<file path="config.mk">
export PLATFORM = sky130hd
export DESIGN_NAME = seven_segment_scan_driver
export DESIGN_NICKNAME = d
export VERILOG_FILES = /design/src/hdl/ssd_pkg.sv /design/src/hdl/ssd_ctrl.sv /design/src/hdl/ssd_datapath.sv /design/src/hdl/seven_segment_scan_driver.sv
export SDC_FILE = /design/constraint.sdc
export NUM_CORES = 1
export LEC_CHECK = 0
export ABC_AREA = 1
export BUFFER_PORTS_ARGS = -buffer_cell sky130_fd_sc_hd__clkbuf_2
export CORE_MARGIN = 4
export CORE_UTILIZATION = 58
export CTS_CLUSTER_DIAMETER = 120
export CTS_CLUSTER_SIZE = 25
export DETAILED_ROUTE_END_ITERATION = 10
export PLACE_DENSITY_LB_ADDON = 0.05
export REMOVE_ABC_BUFFERS = 1
export SLEW_MARGIN = 10
export SYNTH_ARGS = -nofsm -noshare
export SYNTH_HDL_FRONTEND = slang
export SYNTH_SLANG_ARGS = --single-unit
</file>
<file path="constraint.sdc">
create_clock -name clk -period 5.5 [get_ports clk]
set_input_delay 0.55 -clock clk [delete_from_list [all_inputs] [get_ports clk]]
set_output_delay 0.55 -clock clk [all_outputs]
set_load 0.05 [all_outputs]
</file>
<file path="src/hdl/ssd_pkg.sv">
// ----------------------------------------------------------------------------
// ssd_pkg
// Shared types, constants and functions of the seven-segment scan driver.
// ----------------------------------------------------------------------------
package ssd_pkg;

	localparam int NUM_DIGITS_DEF = 4;
	localparam int SEGMENT_BITS   = 8;
	localparam logic [7:0] POINT_BIT = 8'h80;
	// x / 10 == (x * 0xCCCD) >> 19 for every 16-bit x
	localparam logic [15:0] DIV10_RECIP = 16'hCCCD;
	localparam int DIV10_SHIFT = 19;

	typedef struct packed {
		logic [13:0] value;
		logic [1:0]  dot_position;
	} item_t;

	typedef struct packed {
		logic       serial_bit;
		logic [1:0] digit_index;
		logic       digit_done;
		logic [3:0] digit_select;
		logic       last;
	} result_t;

	// controller to datapath
	typedef struct packed {
		logic load;
		logic conv_step;
		logic emit;
	} ssd_cmd_t;

	// datapath to controller
	typedef struct packed {
		logic conv_last;
		logic emit_last;
		logic out_space;
	} ssd_stat_t;

	// largest value shown on n digits (capped at five digits)
	function automatic int max_display(input int n);
		int m;
		m = 1;
		for (int i = 0; i < n && m < 100000; i++) begin
			m = m * 10;
		end
		return m - 1;
	endfunction

	// common-cathode pattern, bit 0 = segment a
	function automatic logic [7:0] seg_of(input logic [3:0] digit);
		logic [7:0] p;
		case (digit)
			4'd0: p = 8'h3F;
			4'd1: p = 8'h06;
			4'd2: p = 8'h5B;
			4'd3: p = 8'h4F;
			4'd4: p = 8'h66;
			4'd5: p = 8'h6D;
			4'd6: p = 8'h7D;
			4'd7: p = 8'h07;
			4'd8: p = 8'h7F;
			4'd9: p = 8'h6F;
			default: p = 8'h00;
		endcase
		return p;
	endfunction

endpackage

</file>
<file path="src/hdl/ssd_ctrl.sv">
// ----------------------------------------------------------------------------
// ssd_ctrl
// Sequencer: load an item, convert its digits, then shift out the bits.
// ----------------------------------------------------------------------------
module ssd_ctrl (
	input  logic             clk,
	input  logic             arst_n,
	input  logic             item_valid,
	output logic             item_ready,
	input  ssd_pkg::ssd_stat_t stat,
	output ssd_pkg::ssd_cmd_t  cmd
);

	typedef enum logic [2:0] {
		ST_IDLE  = 3'b001,
		ST_CONV  = 3'b010,
		ST_SHIFT = 3'b100
	} state_t;

	state_t state_q, state_d;

	always_comb begin
		state_d       = state_q;
		cmd.load      = 1'b0;
		cmd.conv_step = 1'b0;
		cmd.emit      = 1'b0;
		case (state_q)
			ST_IDLE: begin
				if (item_valid) begin
					cmd.load = 1'b1;
					state_d  = ST_CONV;
				end
			end
			ST_CONV: begin
				cmd.conv_step = 1'b1;
				if (stat.conv_last) begin
					state_d = ST_SHIFT;
				end
			end
			ST_SHIFT: begin
				cmd.emit = stat.out_space;
				if (stat.out_space && stat.emit_last) begin
					state_d = ST_IDLE;
				end
			end
			default: begin
				state_d = ST_IDLE;
			end
		endcase
	end

	assign item_ready = (state_q == ST_IDLE);

	always_ff @(posedge clk or negedge arst_n) begin
		if (!arst_n) begin
			state_q <= ST_IDLE;
		end else begin
			state_q <= state_d;
		end
	end

endmodule

</file>
<file path="src/hdl/ssd_datapath.sv">
// ----------------------------------------------------------------------------
// ssd_datapath
// Digit split by reciprocal divide-by-ten, pattern store, serializer and
// output register.
// ----------------------------------------------------------------------------
module ssd_datapath #(
	parameter int NUM_DIGITS = ssd_pkg::NUM_DIGITS_DEF
) (
	input  logic               clk,
	input  logic               arst_n,
	input  ssd_pkg::item_t     item,
	input  ssd_pkg::ssd_cmd_t  cmd,
	output ssd_pkg::ssd_stat_t stat,
	output logic               result_valid,
	input  logic               result_ready,
	output ssd_pkg::result_t   result
);

	localparam int DIG_W = (NUM_DIGITS > 1) ? $clog2(NUM_DIGITS) : 1;
	localparam logic [16:0] LIM = 17'(ssd_pkg::max_display(NUM_DIGITS));
	localparam logic [DIG_W-1:0] LAST_DIG = DIG_W'(NUM_DIGITS - 1);
	localparam logic [3:0] NUM_DIG4 = 4'(NUM_DIGITS);
	localparam logic [2:0] LAST_BIT = 3'(ssd_pkg::SEGMENT_BITS - 1);

	logic [7:0] pattern_q [NUM_DIGITS];

	logic [13:0]      val_q;
	logic [DIG_W-1:0] conv_idx_q;
	logic             point_en_q;
	logic [3:0]       point_sel_q;
	logic [DIG_W-1:0] digit_q;
	logic [2:0]       bit_q;
	logic [7:0]       shift_q;
	logic             out_valid_q;
	ssd_pkg::result_t out_q;

	// divide by ten
	logic [29:0] prod;
	logic [10:0] quot;
	logic [13:0] quot10;
	logic [13:0] rem14;
	logic [7:0]  seg;

	assign prod   = 30'(val_q) * 30'(ssd_pkg::DIV10_RECIP);
	assign quot   = prod[29:ssd_pkg::DIV10_SHIFT];
	assign quot10 = {quot, 3'b000} + {2'b00, quot, 1'b0};
	assign rem14  = val_q - quot10;
	assign seg    = ssd_pkg::seg_of(rem14[3:0])
		| ((point_en_q && (4'(conv_idx_q) == point_sel_q)) ? ssd_pkg::POINT_BIT : 8'h00);

	// serializer
	logic [7:0]  cur_pat;
	logic        bit_out;
	logic [7:0]  dig8;
	logic [7:0]  sel8;
	logic        done;
	logic [3:0]  dots4;

	assign cur_pat = pattern_q[digit_q];
	assign bit_out = (bit_q == 3'd0) ? cur_pat[7] : shift_q[7];
	assign dig8    = 8'(digit_q);
	assign sel8    = 8'b1 << dig8[2:0];
	assign done    = (bit_q == LAST_BIT);
	assign dots4   = {2'b00, item.dot_position};

	assign stat.conv_last = (conv_idx_q == '0);
	assign stat.emit_last = done && (digit_q == LAST_DIG);
	assign stat.out_space = !out_valid_q || result_ready;

	assign result_valid = out_valid_q;
	assign result       = out_q;

	// pattern store: no reset, written before every read
	always_ff @(posedge clk) begin
		if (cmd.conv_step) begin
			pattern_q[conv_idx_q] <= seg;
		end
	end

	always_ff @(posedge clk) begin
		if (cmd.load) begin
			val_q       <= ({3'b000, item.value} > LIM) ? LIM[13:0] : item.value;
			point_en_q  <= (item.dot_position != 2'd0) && (dots4 < NUM_DIG4);
			point_sel_q <= 4'(NUM_DIGITS - 1) - dots4;
		end else if (cmd.conv_step) begin
			val_q <= {3'b000, quot};
		end
		if (cmd.emit) begin
			shift_q <= (bit_q == 3'd0) ? {cur_pat[6:0], 1'b0} : {shift_q[6:0], 1'b0};
			out_q.serial_bit   <= bit_out;
			out_q.digit_index  <= dig8[1:0];
			out_q.digit_done   <= done;
			out_q.digit_select <= done ? sel8[3:0] : 4'd0;
			out_q.last         <= done && (digit_q == LAST_DIG);
		end
	end

	always_ff @(posedge clk or negedge arst_n) begin
		if (!arst_n) begin
			conv_idx_q  <= '0;
			digit_q     <= '0;
			bit_q       <= '0;
			out_valid_q <= 1'b0;
		end else begin
			if (cmd.load) begin
				conv_idx_q <= LAST_DIG;
			end else if (cmd.conv_step && (conv_idx_q != '0)) begin
				conv_idx_q <= conv_idx_q - 1'b1;
			end
			if (cmd.emit) begin
				bit_q <= bit_q + 3'd1;
				if (done) begin
					digit_q <= (digit_q == LAST_DIG) ? '0 : digit_q + 1'b1;
				end
			end
			if (cmd.emit) begin
				out_valid_q <= 1'b1;
			end else if (result_ready) begin
				out_valid_q <= 1'b0;
			end
		end
	end

endmodule

</file>
<file path="src/hdl/seven_segment_scan_driver.sv">
// ----------------------------------------------------------------------------
// seven_segment_scan_driver
// Multiplexed seven-segment display driver feeding a serial shift register.
// ----------------------------------------------------------------------------
// Usage:
//   The item channel (item_valid/item_ready/item) takes one word per display
//   update: a value already scaled by 10^dot_position and the point position.
//   Values above the display range show all nines. A point position of 0 or
//   one not inside the display sets no point bit.
//   The result channel (result_valid/result_ready/result) gives
//   NUM_DIGITS*8 words per item: segment bits MSB first, thousands digit
//   first. digit_done marks each digit's eighth bit and carries the one-hot
//   digit_select; last marks the final word.
// Timing:
//   One item at a time. After acceptance an item's value is split one digit
//   per cycle through the shared divide-by-ten unit, then its bits are
//   shifted out one bit per cycle while the receiver does not stall.
//   item_ready rises again as the final word enters the output register, so
//   the next item is accepted only after the previous one is fully shifted.
// Reset and stall:
//   arst_n clears the sequencer, counters and output valid; the pattern store
//   is rewritten by every item and needs no reset. When the receiver stalls,
//   hold the output word and freeze the shift sequence.
// ----------------------------------------------------------------------------
module seven_segment_scan_driver #(
	parameter int NUM_DIGITS = ssd_pkg::NUM_DIGITS_DEF
) (
	input  logic             clk,
	input  logic             arst_n,
	input  logic             item_valid,
	output logic             item_ready,
	input  ssd_pkg::item_t   item,
	output logic             result_valid,
	input  logic             result_ready,
	output ssd_pkg::result_t result
);

	// command and status between sequencer and datapath
	ssd_pkg::ssd_cmd_t  cmd;
	ssd_pkg::ssd_stat_t stat;

	// sequencer: idle, convert digits, shift bits
	ssd_ctrl u_ctrl (
		.clk        (clk),
		.arst_n     (arst_n),
		.item_valid (item_valid),
		.item_ready (item_ready),
		.stat       (stat),
		.cmd        (cmd)
	);

	// datapath: divide-by-ten, pattern store, serializer, output register
	ssd_datapath #(
		.NUM_DIGITS (NUM_DIGITS)
	) u_datapath (
		.clk          (clk),
		.arst_n       (arst_n),
		.item         (item),
		.cmd          (cmd),
		.stat         (stat),
		.result_valid (result_valid),
		.result_ready (result_ready),
		.result       (result)
	);

endmodule

</file>
# Yosys cells after proc, flatten, opt, wreduce, memory -nomap -nowiden
# Memories as Yosys holds them, arrays and structs flattened.
# Cells that the tools add are included.
# totals
rom_bits	112
ff_bits	47
mem_bits_rw	32
out_inout_bits	11
wordCells	73
input_bits	20
memories	2
# mem_list
name	words	width	rd	rd_ports_with_merged_regs	wr	line	rtl
(no name shown)	16	7	1	0	0	ssd_pkg.sv:54	case (digit)
u_datapath.pattern_q	4	8	1	0	1	ssd_datapath.sv:25	logic [7:0] pattern_q [NUM_DIGITS];
# classes
reduce_logical	16
mux	21
n_bitwise	1
n_eq_ne	9
n_addsub	6
multipliers	1
n_lt_le_gt_ge	2
shifts	1
# ops
cell	count
$mux W14	3
$mul A14 B16 Y30 const B	1
$mux W8	2
$gt A14 B14 Y1 const B	1
$reduce_bool A2 Y1	5
$mux W1	9
$mux W3	3
$pmux W3 S3	1
$or A8 B8 Y8	1
$eq A3 B3 Y1 const B	2
$mux W2	3
$logic_and A1 B1 Y1	5
$add A4 B4 Y4	1
$eq A2 B4 Y1	1
$ne A2 B2 Y1 const B	2
$shl A1 B2 Y4 const A	1
$sub A4 B4 Y4	1
$add A3 B1 Y3 const B	1
$eq A3 B1 Y1 const B	1
$eq A3 B2 Y1 const B	1
$logic_not A3 Y1	1
$lt A2 B3 Y1 const B	1
$reduce_and A3 Y1	1
$sub A2 B2 Y3 const A	1
other kinds (8)	8

# Longest topological paths before layout
# logic_depth
depth_word	5
depth_mapped	31
mapped_depth_nobuf	31

# Modules after synthesis
# Synthesis repeated with hierarchy kept, for this count alone.
# hier_totals
hier_cells	819
hier_area_um2	7388.3
# by_module_without_submodules
mod	seq_area_each_um2	instances	cells_each	area_per_inst_um2
ssd_datapath	2152.1	1	794	7199.4
ssd_ctrl	76.3	1	25	188.9

# Worst setup path after synthesis
# No wires, ideal clock.
# synth_timing
kind	flip-flop to flip-flop
from	register u_datapath.val_q[12]
to	memory u_datapath.pattern_q[0][0] (data pin)
path_buffers	0
required_time_ns	5.363
period_less_slack_ns	6.069
t_arrival_ns	5.932
slack_ns	-0.569
path_stages_with_launch	27
setup_time_ns	0.137
path_cell_list	edfxtp_1 > inv_1 > ha_1 > fa_1 > fa_1 > fa_1 > inv_1 > fa_1 > inv_1 > fa_1 > inv_1 > ha_1 > a21oi_1 > a21boi_0 > o21bai_1 > nand3b_1 > xnor2_1 > inv_1 > ha_1 > inv_1 > or2_2 > nand2_1 > inv_1 > or2_2 > o21ai_0 > nand3_1 > nand2_2
# synth_via
elab_chain_cells	5
# synth_rtl
element	line	rtl
start: declaration	ssd_datapath.sv:27	logic [13:0] val_q;
start signal: assignment	ssd_datapath.sv:82	val_q <= ({3'b000, item.value} > LIM) ? LIM[13:0] : item.value;
start signal: assignment	ssd_datapath.sv:86	val_q <= {3'b000, quot};
$mul A14 B16 Y30	ssd_datapath.sv:44	assign prod = 30'(val_q) * 30'(ssd_pkg::DIV10_RECIP);
$add A4 B4 Y4	ssd_datapath.sv:46	assign quot10 = {quot, 3'b000} + {2'b00, quot, 1'b0};
$sub A4 B4 Y4	ssd_datapath.sv:47	assign rem14 = val_q - quot10;
$mem_v2 Z16 W7	-	
$or A8 B8 Y8	ssd_datapath.sv:49	| ((point_en_q && (4'(conv_idx_q) == point_sel_q)) ? ssd_pkg::POINT_BIT : 8'h00);
named net u_datapath.seg[0]	ssd_datapath.sv:42	logic [7:0] seg;
end: declaration	ssd_datapath.sv:25	
# The timed path passes the listed nets, and every way through them passes these cells.

# Worst setup path after layout
# layout_timing
from	register u_datapath.val_q[8]
to	memory u_datapath.pattern_q[1][6] (data pin)
# Same word-level chain as after synthesis.

==> summary.txt <==
Synthesis
  • Ys flop type: edfxtp_1
  • Syn. warnings: 0
  • Ranking of synthesized cells by area: edfxtp_1 (26%), ha_1 (20%), fa_1 (14%)
  • Register area share after synthesis: 0.302
  • Asr flop ratio synth: 0.145
  • Post-Synthesis Cell Area: 7370 um2
  • Avg Cell Area, Syn: 9.07 um2
  • Yosys cell types: 40
  • Post-synth EDFFs: 65
  • #FFs+latches synth: 76
  • Yosys top cell area share: 0.265
  • Post-synth top area cell: edfxtp_1
  • Cells after Synth: 812

Finish
  • P&R area growth vs syn: 25.1%
  • Layout Nets: 1142
  • Layout filler cell count: 882
  • Diodes inserted: 0
  • Finished Layout Cells: 1123
  • Layout cell share with drive strength beyond 1: 0.271

GRT
  • Number of global-route vias before repair: 6337
  • Total GRT Usage: 0.268
  • Initial antenna violation count: 0
  • Largest net degree at the start of global routing: 23
  • First-pass GRT wire length: 30700 um
  • Gr ovfl total: 0

Timing
  • Fin. Hold Viols: 0
  • Final Skew: 9.61 ps
  • Fin. max-slew vios: 0
  • RSZ-0062 raised after global routing: yes
  • Setup Viol. Count Final: 28
  • Worst Tran Pin Value: 1020 ps
  • Slew margin rel.: 0.319
  • Minimum clock period: 6030 ps
  • Fin crit share: 1.10
  • Achievable clock frequency: 166 MHz
  • PnR worst setup slack: -527 ps

Critical path
  • WP buf/inv: 7
  • Setup crit start kind: register
  • CP Capture Type: register
  • R2r setup slk: -530 ps
  • Critical Path Max Stage Delay: 570 ps
  • Req. time, crit path: 5560 ps
  • Slowest cell on crit path: fa_2
  • Worst reg2reg path depth: 26
  • Most frequent CP cell: fa_1
  • Data arrival, critical path: 6090 ps
  • Delay-heaviest family, CP: adder cells
  • Worst flop-to-flop path endpoint: u_datapath.pattern_q[1][6]$_DFFE_PP_
  • Largest fanout on the critical path: 4
  • Reg2reg start: u_datapath.val_q[8]$_DFFE_PP_
  • Crit path kind: reg -> reg

Floorplan
  • Die W: 121 um
  • Starting Density: 0.603
  • Die ar.: 14600 um2
  • # IOs: 31
  • Core footprint: 12200 um2
  • Die height: 121 um
  • Cell row count: 40

Clock tree
  • Sink Count: 76
  • CTS H-tree lvls: 3
  • Clock slew at reported path FFs: 60 ps
  • CTS tree: yes
  • Max clock buf depth: 2
  • Worst-Skew Late Latency: 330 ps
  • # hold bufs at CTS: 0
  • Cts bufs inserted: 9
  • Root Buffer: clkbuf_16

Routing
  • Met1 WL: 8220 um
  • DRC: 0
  • Detail Route Antenna Nets: 0
  • Initial DRC Count: 396
  • Avg Vias per Cell: 5.41
  • Length of routed met3 wiring: 1090 um
  • Routed wire length: 18700 um
  • Met2 routed WL: 8930 um
  • Wire length per cell: 16.7 um
  • Drt first pass iters: 7
  • Routed vias: 6070
  • Top sig layer: met4

Status
  • Failing checks: negative setup slack
  • Status: complete, but fails checks

Placed design
  • Dpl cells: 1096
  • Port Buffers: 30
  • GPL Wtd Cong: 0.964
  • HPWL after detailed placement: 14600 um

Job
  • Maxcap violations: 0

Worst hold path
  • Hold Path Class: in -> async
cells by family after synthesis:
logic type | count (synthesis) | share of synthesized area
AOI/OAI and AO/OA | 97 | 0.0754
xor gates and xnor gates | 11 | 0.0131
adders and majority gates | 172 | 0.345
buffers and inverters | 177 | 0.0904
DFF | 76 | 0.302
and+or+nand+nor | 279 | 0.174
layout by cell type, fill, tap and decap left out, types with 9 or more instances in the layout:
master	instances
nand2_2	17
dfrtp_1	10
edfxtp_1	65
nor3_1	9
inv_1	152
nor2_1	92
nand3_1	20
clkbuf_16	9
nand3_2	11
ha_4	13
inv_2	15
clkbuf_2	30
ha_1	107
fa_1	48
nand2_4	13
a21oi_1	22
a31oi_1	11
buf_4	99
nand2_1	91
o21ai_0	33
metrics by stage:
step | utilization | worst slack (ps) | area (um2) | hold slack, ps | TNS, ps
floorplan | - | -569 | 7340 | 254 | -12380
global placement | 0.688 | -800 | 8400 | 432 | -21480
detailed placement | 0.688 | -925 | 8400 | 440 | -24690
CTS | 0.739 | -453 | 9030 | 97.5 | -12170
global route | 0.755 | -763 | 9220 | 116 | -20510
finish | 0.755 | -527 | 9220 | 91.6 | -13310
repair_timing:
action,CTS,global route
pin swaps,32,38
setup endpoints to repair,29,34
buffers inserted,16,6
resized for setup,48,56
hold endpoints to repair,0,0
metal layers:
layer | up-vias | track usage
li1 | 2905 | -
met1 | 2907 | 0.365
met2 | 215 | 0.440
met3 | 43 | 0.0463
met4 | 0 | 0.0793
met5 | - | 0
Yosys cell counts (5+ instances only):
master    count
clkbuf_1      7
edfxtp_1     65
nor3_1       11
nand3_1      27
dfrtp_1      10
o21ai_0      39
nand4_1       6
a21oi_1      28
or2_2         7
a31oi_1      11
nand2_1     104
xor2_1        7
nand2_4       5
fa_1         52
inv_1       165
nand2_2      13
nor2_1       94
a21o_1        5
ha_1        120
sequential cells by signal (all words and copies together), names as in the netlist:
signal                   cells
u_datapath.pattern_q        32
u_datapath.val_q            14
u_datapath.result            9
u_datapath.shift_q           7
u_ctrl.state_q               3
u_datapath.bit_q             3
u_datapath.conv_idx_q        2
u_datapath.digit_q           2
u_datapath.point_sel_q       2
u_datapath.point_en_q        1
u_datapath.result_valid      1
worst max-delay path by stage:
stage / from / end / slack [ps] / depth (start not counted)
6_report: u_datapath.val_q[8]$_DFFE_PP_ / u_datapath.pattern_q[1][6]$_DFFE_PP_ / -530 / 26
5_1_grt: u_datapath.val_q[8]$_DFFE_PP_ / u_datapath.pattern_q[3][6]$_DFFE_PP_ / -760 / 26
4_1_cts: u_datapath.val_q[9]$_DFFE_PP_ / u_datapath.pattern_q[0][3]$_DFFE_PP_ / -450 / 27
3_3_place_gp: u_datapath.val_q[13]$_SDFFCE_PN0P_ / u_datapath.pattern_q[0][0]$_DFFE_PP_ / -800 / 25
3_5_place_dp: u_datapath.val_q[13]$_SDFFCE_PN0P_ / u_datapath.pattern_q[2][0]$_DFFE_PP_ / -920 / 25
2_1_floorplan: u_datapath.val_q[12]$_SDFFCE_PN0P_ / u_datapath.pattern_q[0][0]$_DFFE_PP_ / -570 / 26
cell type report:
type	count	area [um2]	share of cell area
clock buffers	12	236	0.0257
clock inverters	4	52.6	0.00570
inverters	169	639	0.0694
multi-input cells	559	4890	0.530
flip-flops and latches	76	2230	0.242
well taps	168	210	0.0228
repair buffers	135	961	0.104
Power is not shown: default switching activity piles up to over one toggle a cycle in this logic, so the estimate is an artifact.
